**config.mk**
```make
export PLATFORM = sky130hd
export DESIGN_NAME = cts_local_time_to_unix_epoch_unit_flat
export DESIGN_NICKNAME = d
export VERILOG_FILES = /design/src/ctsut_pkg.sv /design/src/ctsut_ifs.sv /design/src/cts_local_time_to_unix_epoch_unit.sv /design/src/flat_wrapper.sv
export SDC_FILE = /design/constraint.sdc
export NUM_CORES = 2
export LEC_CHECK = 0
export ABC_AREA = 0
export CAP_MARGIN = 20
export CORE_MARGIN = 2
export CORE_UTILIZATION = 60
export CTS_BUF_LIST = sky130_fd_sc_hd__clkbuf_4
export CTS_CLUSTER_SIZE = 25
export DETAILED_ROUTE_END_ITERATION = 10
export DONT_BUFFER_PORTS = 1
export HOLD_SLACK_MARGIN = 0.06
export PLACE_DENSITY_LB_ADDON = 0.05
export SLEW_MARGIN = 20
export SYNTH_ARGS = -nofsm -noshare
export SYNTH_HDL_FRONTEND = slang
export SYNTH_SLANG_ARGS = --single-unit
export TNS_END_PERCENT = 100
```
**constraint.sdc**
```tcl
create_clock -name clk -period 7.94 [get_ports clk]
set_input_delay 1.191 -clock clk [delete_from_list [all_inputs] [get_ports clk]]
set_output_delay 1.191 -clock clk [all_outputs]
set_load 0.02 [all_outputs]
```
**src/ctsut_pkg.sv**
```systemverilog
// types, constants and tables shared by the local time to unix time converter
package ctsut_pkg;

  typedef logic        [13:0] year_t;
  typedef logic        [3:0]  month_t;
  typedef logic        [4:0]  day_t;
  typedef logic        [4:0]  hour_t;
  typedef logic        [5:0]  minute_t;
  typedef logic        [5:0]  second_t;
  typedef logic signed [7:0]  tz_t;
  typedef logic        [7:0]  dst_t;
  typedef logic signed [38:0] unix_time_t;
  typedef logic signed [13:0] offset_t;
  typedef logic signed [10:0] manual_offset_t;

  localparam year_t       YEAR_MIN     = 14'd1970;
  localparam year_t       YEAR_MAX     = 14'd9999;
  localparam month_t      MONTH_MIN    = 4'd1;
  localparam month_t      MONTH_MAX    = 4'd12;
  localparam logic [7:0]  ZONE_UNKNOWN = 8'h80;
  localparam dst_t        DST_UNKNOWN  = 8'hFF;
  localparam int          QUARTER_MIN  = 15;
  localparam int          SECS_PER_DAY = 86400;
  localparam int          SECS_PER_HR  = 3600;
  localparam int          SECS_PER_MIN = 60;

  // floor(n / 100) = (n * RECIP_100) >> RECIP_SHIFT for n below 43699
  localparam int          RECIP_100    = 5243;
  localparam int          RECIP_SHIFT  = 19;

  function automatic logic [8:0] days_before_month(input month_t mo);
    logic [8:0] d;
    case (mo)
      4'd1:    d = 9'd0;
      4'd2:    d = 9'd31;
      4'd3:    d = 9'd59;
      4'd4:    d = 9'd90;
      4'd5:    d = 9'd120;
      4'd6:    d = 9'd151;
      4'd7:    d = 9'd181;
      4'd8:    d = 9'd212;
      4'd9:    d = 9'd243;
      4'd10:   d = 9'd273;
      4'd11:   d = 9'd304;
      4'd12:   d = 9'd334;
      default: d = 9'd0;
    endcase
    return d;
  endfunction

endpackage

```
**src/ctsut_ifs.sv**
```systemverilog
// valid/ready channel interfaces for input, result and configuration transactions
interface ctsut_in_if;
  import ctsut_pkg::*;
  logic    valid;
  logic    ready;
  year_t   year;
  month_t  month;
  day_t    day;
  hour_t   hour;
  minute_t minute;
  second_t second;
  logic    local_info_ok;
  tz_t     tz_quarter_hours;
  dst_t    dst_code;

  modport source (
    output valid, year, month, day, hour, minute, second,
           local_info_ok, tz_quarter_hours, dst_code,
    input  ready
  );
  modport sink (
    input  valid, year, month, day, hour, minute, second,
           local_info_ok, tz_quarter_hours, dst_code,
    output ready
  );
endinterface

interface ctsut_out_if;
  import ctsut_pkg::*;
  logic       valid;
  logic       ready;
  unix_time_t unix_time;
  offset_t    offset_applied;
  logic       offset_detected;

  modport source (
    output valid, unix_time, offset_applied, offset_detected,
    input  ready
  );
  modport sink (
    input  valid, unix_time, offset_applied, offset_detected,
    output ready
  );
endinterface

interface ctsut_cfg_if;
  import ctsut_pkg::*;
  logic           valid;
  logic           ready;
  manual_offset_t manual_offset_minutes;

  modport source (
    output valid, manual_offset_minutes,
    input  ready
  );
  modport sink (
    input  valid, manual_offset_minutes,
    output ready
  );
endinterface

```
**src/cts_local_time_to_unix_epoch_unit.sv**
```systemverilog
// local wall-clock time to utc unix time converter, four-stage pipeline
//
// in_ch takes one local time transaction (calendar fields plus the optional
// zone and daylight bytes); out_ch gives the utc unix time, the offset in
// minutes that was subtracted and whether it came from the zone bytes or
// from the manual offset register. cfg_ch writes the manual offset; it is
// always ready and should only be written while no transaction is in flight.
// four register stages: clamp and reciprocal multiplies, day count, days
// times 86400, final add. an accepted transaction passes through them in order
// to out_ch. throughput: one transaction per cycle while out_ch.ready is high.
// each stage holds a valid bit; a stage loads when it is empty or the stage
// after it moves, so a stalled receiver backs up the pipe one stage at a
// time and nothing is dropped or repeated; in_ch.ready falls only when all
// four stages are full and out_ch.ready is low.
// reset clears all valid bits and sets the manual offset to zero.
module cts_local_time_to_unix_epoch_unit (
  input logic   clk,
  input logic   rst_n,
  ctsut_in_if.sink    in_ch,
  ctsut_out_if.source out_ch,
  ctsut_cfg_if.sink   cfg_ch
);
  import ctsut_pkg::*;

  // configuration
  manual_offset_t manual_off_r;

  // pipeline valid bits and stage enables
  logic v1_r, v2_r, v3_r, v4_r;
  logic rdy1, rdy2, rdy3, rdy4;

  // stage 1
  year_t       y1_r,   y1_nxt;
  month_t      mo1_r,  mo1_nxt;
  day_t        d1_r;
  hour_t       h1_r;
  minute_t     mi1_r;
  second_t     s1_r;
  offset_t     off1_r, off1_nxt;
  logic        det1_r, det1_nxt;
  logic [25:0] p100_r, p100_nxt;
  logic [23:0] p400_r, p400_nxt;
  logic [25:0] py_r,   py_nxt;
  logic [12:0] n100;
  logic [11:0] n400;
  logic [13:0] n1601;
  offset_t     off_tz, off_dst;

  // stage 2
  logic signed [23:0] days2_r, days2_nxt;
  logic signed [20:0] secs2_r, secs2_nxt;
  offset_t            off2_r;
  logic               det2_r;
  logic [6:0]         q100, qy;
  logic [4:0]         q400;
  logic [12:0]        yo;
  logic [13:0]        yo1;
  logic [13:0]        cent;
  logic               leap;
  logic [22:0]        pos;
  logic [16:0]        hms;

  // stage 3
  logic signed [39:0] prod3_r, prod3_nxt;
  logic signed [20:0] secs3_r;
  offset_t            off3_r;
  logic               det3_r;

  // stage 4 (output register)
  unix_time_t unix4_r, unix4_nxt;
  offset_t    off4_r;
  logic       det4_r;

  // handshake and stage enables
  assign rdy4        = !v4_r || out_ch.ready;
  assign rdy3        = !v3_r || rdy4;
  assign rdy2        = !v2_r || rdy3;
  assign rdy1        = !v1_r || rdy2;
  assign in_ch.ready = rdy1;
  assign cfg_ch.ready = 1'b1;

  always_ff @(posedge clk) begin
    if (!rst_n) begin
      v1_r         <= 1'b0;
      v2_r         <= 1'b0;
      v3_r         <= 1'b0;
      v4_r         <= 1'b0;
      manual_off_r <= '0;
    end else begin
      if (rdy1) v1_r <= in_ch.valid;
      if (rdy2) v2_r <= v1_r;
      if (rdy3) v3_r <= v2_r;
      if (rdy4) v4_r <= v3_r;
      if (cfg_ch.valid && cfg_ch.ready) manual_off_r <= cfg_ch.manual_offset_minutes;
    end
  end

  // stage 1: clamps, offset select, reciprocal products
  always_comb begin
    if (in_ch.year < YEAR_MIN) begin
      y1_nxt = YEAR_MIN;
    end else if (in_ch.year > YEAR_MAX) begin
      y1_nxt = YEAR_MAX;
    end else begin
      y1_nxt = in_ch.year;
    end
    if (in_ch.month < MONTH_MIN) begin
      mo1_nxt = MONTH_MIN;
    end else if (in_ch.month > MONTH_MAX) begin
      mo1_nxt = MONTH_MAX;
    end else begin
      mo1_nxt = in_ch.month;
    end

    n100  = 13'(y1_nxt - 14'd1901);
    n1601 = y1_nxt - 14'd1601;
    n400  = n1601[13:2];
    p100_nxt = 26'(n100) * 26'(RECIP_100);
    p400_nxt = 24'(n400) * 24'(RECIP_100);
    py_nxt   = 26'(y1_nxt) * 26'(RECIP_100);

    off_tz  = 14'(in_ch.tz_quarter_hours) * 14'(QUARTER_MIN);
    off_dst = (in_ch.dst_code != DST_UNKNOWN) ?
              $signed(14'(in_ch.dst_code)) * 14'(QUARTER_MIN) : '0;
    det1_nxt = in_ch.local_info_ok && ($unsigned(in_ch.tz_quarter_hours) != ZONE_UNKNOWN);
    off1_nxt = det1_nxt ? (off_tz + off_dst) : 14'(manual_off_r);
  end

  always_ff @(posedge clk) begin
    if (rdy1) begin
      y1_r   <= y1_nxt;
      mo1_r  <= mo1_nxt;
      d1_r   <= in_ch.day;
      h1_r   <= in_ch.hour;
      mi1_r  <= in_ch.minute;
      s1_r   <= in_ch.second;
      off1_r <= off1_nxt;
      det1_r <= det1_nxt;
      p100_r <= p100_nxt;
      p400_r <= p400_nxt;
      py_r   <= py_nxt;
    end
  end

  // stage 2: day count and seconds of day less the offset
  always_comb begin
    q100 = p100_r[RECIP_SHIFT +: 7];
    q400 = p400_r[RECIP_SHIFT +: 5];
    qy   = py_r[RECIP_SHIFT +: 7];
    cent = 14'(qy) * 14'd100;
    leap = (y1_r[1:0] == 2'b00) && ((y1_r != cent) || (qy[1:0] == 2'b00));
    yo   = 13'(y1_r - YEAR_MIN);
    yo1  = 14'(yo) + 14'd1;
    pos  = 23'(yo) * 23'd365 + 23'(yo1[13:2]) - 23'(q100) + 23'(q400)
         + 23'(days_before_month(mo1_r)) + 23'((mo1_r > 4'd2) && leap) + 23'(d1_r);
    days2_nxt = $signed(24'(pos)) - 24'sd1;
    hms  = 17'(h1_r) * 17'(SECS_PER_HR) + 17'(mi1_r) * 17'(SECS_PER_MIN) + 17'(s1_r);
    secs2_nxt = $signed(21'(hms)) - 21'(off1_r) * 21'(SECS_PER_MIN);
  end

  always_ff @(posedge clk) begin
    if (rdy2) begin
      days2_r <= days2_nxt;
      secs2_r <= secs2_nxt;
      off2_r  <= off1_r;
      det2_r  <= det1_r;
    end
  end

  // stage 3: days to seconds
  assign prod3_nxt = 40'(days2_r) * 40'(SECS_PER_DAY);

  always_ff @(posedge clk) begin
    if (rdy3) begin
      prod3_r <= prod3_nxt;
      secs3_r <= secs2_r;
      off3_r  <= off2_r;
      det3_r  <= det2_r;
    end
  end

  // stage 4: final sum into the output register
  assign unix4_nxt = 39'(prod3_r + 40'(secs3_r));

  always_ff @(posedge clk) begin
    if (rdy4) begin
      unix4_r <= unix4_nxt;
      off4_r  <= off3_r;
      det4_r  <= det3_r;
    end
  end

  assign out_ch.valid           = v4_r;
  assign out_ch.unix_time       = unix4_r;
  assign out_ch.offset_applied  = off4_r;
  assign out_ch.offset_detected = det4_r;

  // checks
  a_accept_fills_stage1: assert property (@(posedge clk) disable iff (!rst_n)
    (in_ch.valid && in_ch.ready) |=> v1_r)
    else $error("accepted transaction did not reach stage 1");

  a_stall_only_when_full: assert property (@(posedge clk) disable iff (!rst_n)
    !in_ch.ready |-> (v1_r && v2_r && v3_r && v4_r && !out_ch.ready))
    else $error("input stalled with room in the pipeline");

  a_manual_offset_used: assert property (@(posedge clk) disable iff (!rst_n)
    (out_ch.valid && !out_ch.offset_detected) |->
      (out_ch.offset_applied == 14'(manual_off_r)))
    else $error("fallback offset differs from manual register");

  a_offset_range: assert property (@(posedge clk) disable iff (!rst_n)
    out_ch.valid |-> ((out_ch.offset_applied >= -14'sd1920) &&
                      (out_ch.offset_applied <= 14'sd5715)))
    else $error("offset out of range");

endmodule

```
**src/flat_wrapper.sv**
```systemverilog
// flat-port wrapper written by rule: the top's interface ports become plain ports
module cts_local_time_to_unix_epoch_unit_flat import ctsut_pkg::*;
  (clk, rst_n, in_ch_valid, in_ch_year, in_ch_month, in_ch_day, in_ch_hour, in_ch_minute, in_ch_second, in_ch_local_info_ok, in_ch_tz_quarter_hours, in_ch_dst_code, in_ch_ready, out_ch_valid, out_ch_unix_time, out_ch_offset_applied, out_ch_offset_detected, out_ch_ready, cfg_ch_valid, cfg_ch_manual_offset_minutes, cfg_ch_ready);
  ctsut_in_if in_ch_i ();
  ctsut_out_if out_ch_i ();
  ctsut_cfg_if cfg_ch_i ();
  input logic clk;
  input logic rst_n;
  input wire logic [$bits(in_ch_i.valid)-1:0] in_ch_valid;
  input wire logic [$bits(in_ch_i.year)-1:0] in_ch_year;
  input wire logic [$bits(in_ch_i.month)-1:0] in_ch_month;
  input wire logic [$bits(in_ch_i.day)-1:0] in_ch_day;
  input wire logic [$bits(in_ch_i.hour)-1:0] in_ch_hour;
  input wire logic [$bits(in_ch_i.minute)-1:0] in_ch_minute;
  input wire logic [$bits(in_ch_i.second)-1:0] in_ch_second;
  input wire logic [$bits(in_ch_i.local_info_ok)-1:0] in_ch_local_info_ok;
  input wire logic [$bits(in_ch_i.tz_quarter_hours)-1:0] in_ch_tz_quarter_hours;
  input wire logic [$bits(in_ch_i.dst_code)-1:0] in_ch_dst_code;
  output wire logic [$bits(in_ch_i.ready)-1:0] in_ch_ready;
  output wire logic [$bits(out_ch_i.valid)-1:0] out_ch_valid;
  output wire logic [$bits(out_ch_i.unix_time)-1:0] out_ch_unix_time;
  output wire logic [$bits(out_ch_i.offset_applied)-1:0] out_ch_offset_applied;
  output wire logic [$bits(out_ch_i.offset_detected)-1:0] out_ch_offset_detected;
  input wire logic [$bits(out_ch_i.ready)-1:0] out_ch_ready;
  input wire logic [$bits(cfg_ch_i.valid)-1:0] cfg_ch_valid;
  input wire logic [$bits(cfg_ch_i.manual_offset_minutes)-1:0] cfg_ch_manual_offset_minutes;
  output wire logic [$bits(cfg_ch_i.ready)-1:0] cfg_ch_ready;
  assign in_ch_i.valid = in_ch_valid;
  assign in_ch_i.year = in_ch_year;
  assign in_ch_i.month = in_ch_month;
  assign in_ch_i.day = in_ch_day;
  assign in_ch_i.hour = in_ch_hour;
  assign in_ch_i.minute = in_ch_minute;
  assign in_ch_i.second = in_ch_second;
  assign in_ch_i.local_info_ok = in_ch_local_info_ok;
  assign in_ch_i.tz_quarter_hours = in_ch_tz_quarter_hours;
  assign in_ch_i.dst_code = in_ch_dst_code;
  assign in_ch_ready = in_ch_i.ready;
  assign out_ch_valid = out_ch_i.valid;
  assign out_ch_unix_time = out_ch_i.unix_time;
  assign out_ch_offset_applied = out_ch_i.offset_applied;
  assign out_ch_offset_detected = out_ch_i.offset_detected;
  assign out_ch_i.ready = out_ch_ready;
  assign cfg_ch_i.valid = cfg_ch_valid;
  assign cfg_ch_i.manual_offset_minutes = cfg_ch_manual_offset_minutes;
  assign cfg_ch_ready = cfg_ch_i.ready;
  cts_local_time_to_unix_epoch_unit u_core (.clk(clk), .rst_n(rst_n), .in_ch(in_ch_i), .out_ch(out_ch_i), .cfg_ch(cfg_ch_i));
endmodule
```
==> flow_metrics.py <==
metrics = {
    "floorplan": {
        "io_pins": 130,
        "coreArea_um2": 58800,
        "floorplan.initialDensity": 0.605,
        "fp.dieW_um": 247,
        "core.rowCount": 89,
        "die_area_um2": 61200,
        "vertical_extent_of_the_die_um": 247,
    },
    "cells_and_area": {
        "layout_common_cells": "768 x inv_1, 706 x ha_1, 375 x fa_1",
        "ratio_of_cells_with_drive_above_1_in_the_final_layout": 0.103,
        "fin_area_um2": 39000,
        "final_nets": 4787,
        "final_common_cell": "inv_1",
        "layout-area-overhead-vs-synth_pct": 9.79,
        "final_core_util": 0.664,
    },
    "drt": {
        "post_drt_wl_per_cell_um": 15.4,
        "vias_per_cell": 5.26,
        "finalWirelength_mm": 68.4,
        "drt_first_pass_iters": 5,
        "drt.antenna.violating_nets": 0,
        "drtIter0Drc": 738,
        "detailroute.via_count": 23367,
        "drcViolationCount": 0,
    },
    "clock_tree": {
        "later_pin_clock_latency_in_the_skew_report_ns": 0.78,
        "htreeDepth": 3,
        "path_clk_slew_ns": 0.07,
        "ctsRootBufferMaster": "clkbuf_4",
        "ctsLongestPathBuffers": 3,
        "cts_tree": "done",
        "clock_sink_count": 271,
        "tritoncts.num_buffers": 70,
        "hold_buffers": 0,
    },
    "yosys": {
        "async_reset_ff_frac": 0,
        "synth_fp_nets": 4564,
        "synth_seq_cells": 271,
        "ys_seq_area_frac": 0.225,
        "post_synth_inst_count": 3399,
        "synth_enable_flop_cells": 256,
        "syn-cell-area_um2": 35600,
        "ys_warn_count": 0,
        "syn-mean-instance-area_um2": 10.5,
        "synth-main-ff-cell": "edfxtp_1",
        "synth_cell_types": 86,
    },
    "setup_path": {
        "crit_slowest_cell": "or4_4",
        "r2r_slack_ns": -0.47,
        "cp.required_ns": 8.46,
        "cp-end-kind": "flip-flop",
        "timing.critical_path.from_type": "flip-flop",
        "worst_ep_arrival_time_ns": 8.93,
        "crit_type": "reg2reg",
        "cp_slowest_stage_delay_ns": 0.57,
        "worstPathMaxFanout": 4,
    },
    "global_routing": {
        "globalRouteTotalUtil": 0.235,
        "grt_first_pass_wirelength_mm": 117,
        "via_count_of_the_first_global_routing_pass": 24927,
        "initial_antenna_violation_count": 5,
        "grt_overflow_total": 0,
        "grt_start_max_net_pins": 75,
    },
    "timing": {
        "setup_clock_skew_after_layout_ns": 0.0559,
        "final.min_clock_period_ns": 8.41,
        "rsz0062_at_grt": "true",
        "hold_violations": 0,
        "hold_slack_ns": 0.389,
        "number_of_endpoints_failing_setup_at_the_final_stage": 11,
        "relSlewSlack": 0.330,
        "worst_slack_ns": -0.467,
        "fin_crit_sh": 1.06,
        "max_clock_freq_mhz": 119,
        "slew_violations": 0,
        "worst_slew_pin_slew_ns": 1.01,
    },
    "worst_hold_path": {
        "hold_path.class": "reg2reg",
    },
    "place": {
        "gp_routability_congestion": 0.898,
        "dpl_worst_slack_ns": -0.612,
        "post_dp_cell_area_um2": 37800,
        "port-buffer-count": 0,
        "hpwl_mm": 59.6,
    },
    "run": {
        "timing.max_cap.violations": 0,
    },
    "run_status": {
        "status": "finished, violations left",
        "violations": "setup timing",
    },
}
==> flip-flops by register name, indices dropped and copies added (netlist names), 4 cells and up <==
name / count
u_core.out_ch.unix_time: 39
u_core.prod3_r: 32
u_core.days2_r: 24
u_core.secs2_r: 21
u_core.secs3_r: 21
u_core.off1_r: 14
u_core.off2_r: 14
u_core.off3_r: 14
u_core.out_ch.offset_applied: 14
u_core.y1_r: 13
u_core.manual_off_r: 11
u_core.py_r: 8
u_core.p100_r: 7
u_core.mi1_r: 6
u_core.s1_r: 6
u_core.d1_r: 5
u_core.h1_r: 5
u_core.p400_r: 5
u_core.mo1_r: 4
==> cell families (layout without fill, tap and decap cells) <==
family                   count (synthesis)  count (layout)  share of synthesized area
AO/OA/AOI/OAI                          486             486                     0.0894
AND/OR/NAND/NOR                        464             464                     0.0647
other                                    1               3                   0.000105
buffers and inverters                  795            1063                     0.0840
XOR/XNOR                               265             265                     0.0655
adder cells (fa/ha/maj)               1092            1092                      0.464
flip-flops                             271             271                      0.225
multiplexers                            25              25                    0.00750
==> timing repair <==
| item | in CTS | in global routing |
|---|---|---|
| resized for setup | 16 | 30 |
| endpoints found under the setup margin | 12 | 17 |
| pin swaps | 13 | 13 |
| setup buffers | 4 | 9 |
==> path summary, 6_finish.rpt <==
kind                               start                           end  cells after the start
min          u_core.off2_r[13]$_DFFE_PP_   u_core.off3_r[13]$_DFFE_PP_                      0
min reg2reg  u_core.off2_r[13]$_DFFE_PP_   u_core.off3_r[13]$_DFFE_PP_                      0
max reg2reg    u_core.py_r[21]$_DFFE_PP_  u_core.days2_r[21]$_DFFE_PP_                     31
max            u_core.py_r[21]$_DFFE_PP_  u_core.days2_r[21]$_DFFE_PP_                     31
==> layer usage <==
metal	part of all wire	routed length (um)	up-vias	global-route usage
met1	0.44	29900	11329	0.285
li1	-	-	11733	-
met4	0.017	1140	6	0.0611
met2	0.52	35700	229	0.441
met3	0.023	1580	70	0.0270
met5	0.00064	44	-	0
==> synth_stat cells (19+ instances only) <==
| cell type | number | area share |
|---|---|---|
| nand3_1 | 25 | 0.0035 |
| nand4_1 | 22 | 0.0039 |
| nand2b_1 | 19 | 0.0033 |
| xnor2_1 | 182 | 0.045 |
| a21oi_1 | 138 | 0.019 |
| nor2b_1 | 47 | 0.0083 |
| nor3_1 | 32 | 0.0045 |
| a21o_1 | 60 | 0.013 |
| o21ai_0 | 91 | 0.013 |
| clkbuf_1 | 19 | 0.0020 |
| mux2i_1 | 21 | 0.0059 |
| ha_1 | 714 | 0.25 |
| edfxtp_1 | 256 | 0.22 |
| nor2_1 | 130 | 0.014 |
| o21a_1 | 30 | 0.0063 |
| xor2_1 | 82 | 0.020 |
| fa_1 | 378 | 0.21 |
| o21bai_1 | 21 | 0.0044 |
| inv_1 | 773 | 0.082 |
| nand2_1 | 112 | 0.012 |
==> through the flow <==
| stage | cells | setup TNS (ns) |
|---|---|---|
| after CTS | 4432 | -3.20 |
| final | 4442 | -3.50 |
| after floorplan | 3399 | -0.120 |
| after global routing | 4441 | -7.69 |
| after global placement | 4311 | -3.04 |
| after detailed placement | 4311 | -5.71 |
==> critical path: cells and delay by family, from the launching register on <==
kind            cells  cell delay (ns)
buf+inv             3             0.15
compound gates     12             2.23
fa+ha+maj          11             4.03
simple gates        3             1.08
xor+xnor            2             0.19
flops               1             0.49
==> final cells by class <==
type	instances	area, um2
antenna	2	5.00
clock buffer	96	721
clock inverter	21	171
fill	4693	19800
inverter	773	2900
multi-input combinational	2333	25000
sequential	271	7990
tap	773	967
timing repair buffer	173	1330
Power is left out: the tool's default activity adds up to more than one toggle a clock period on the data nets, which glitch-free logic cannot reach.
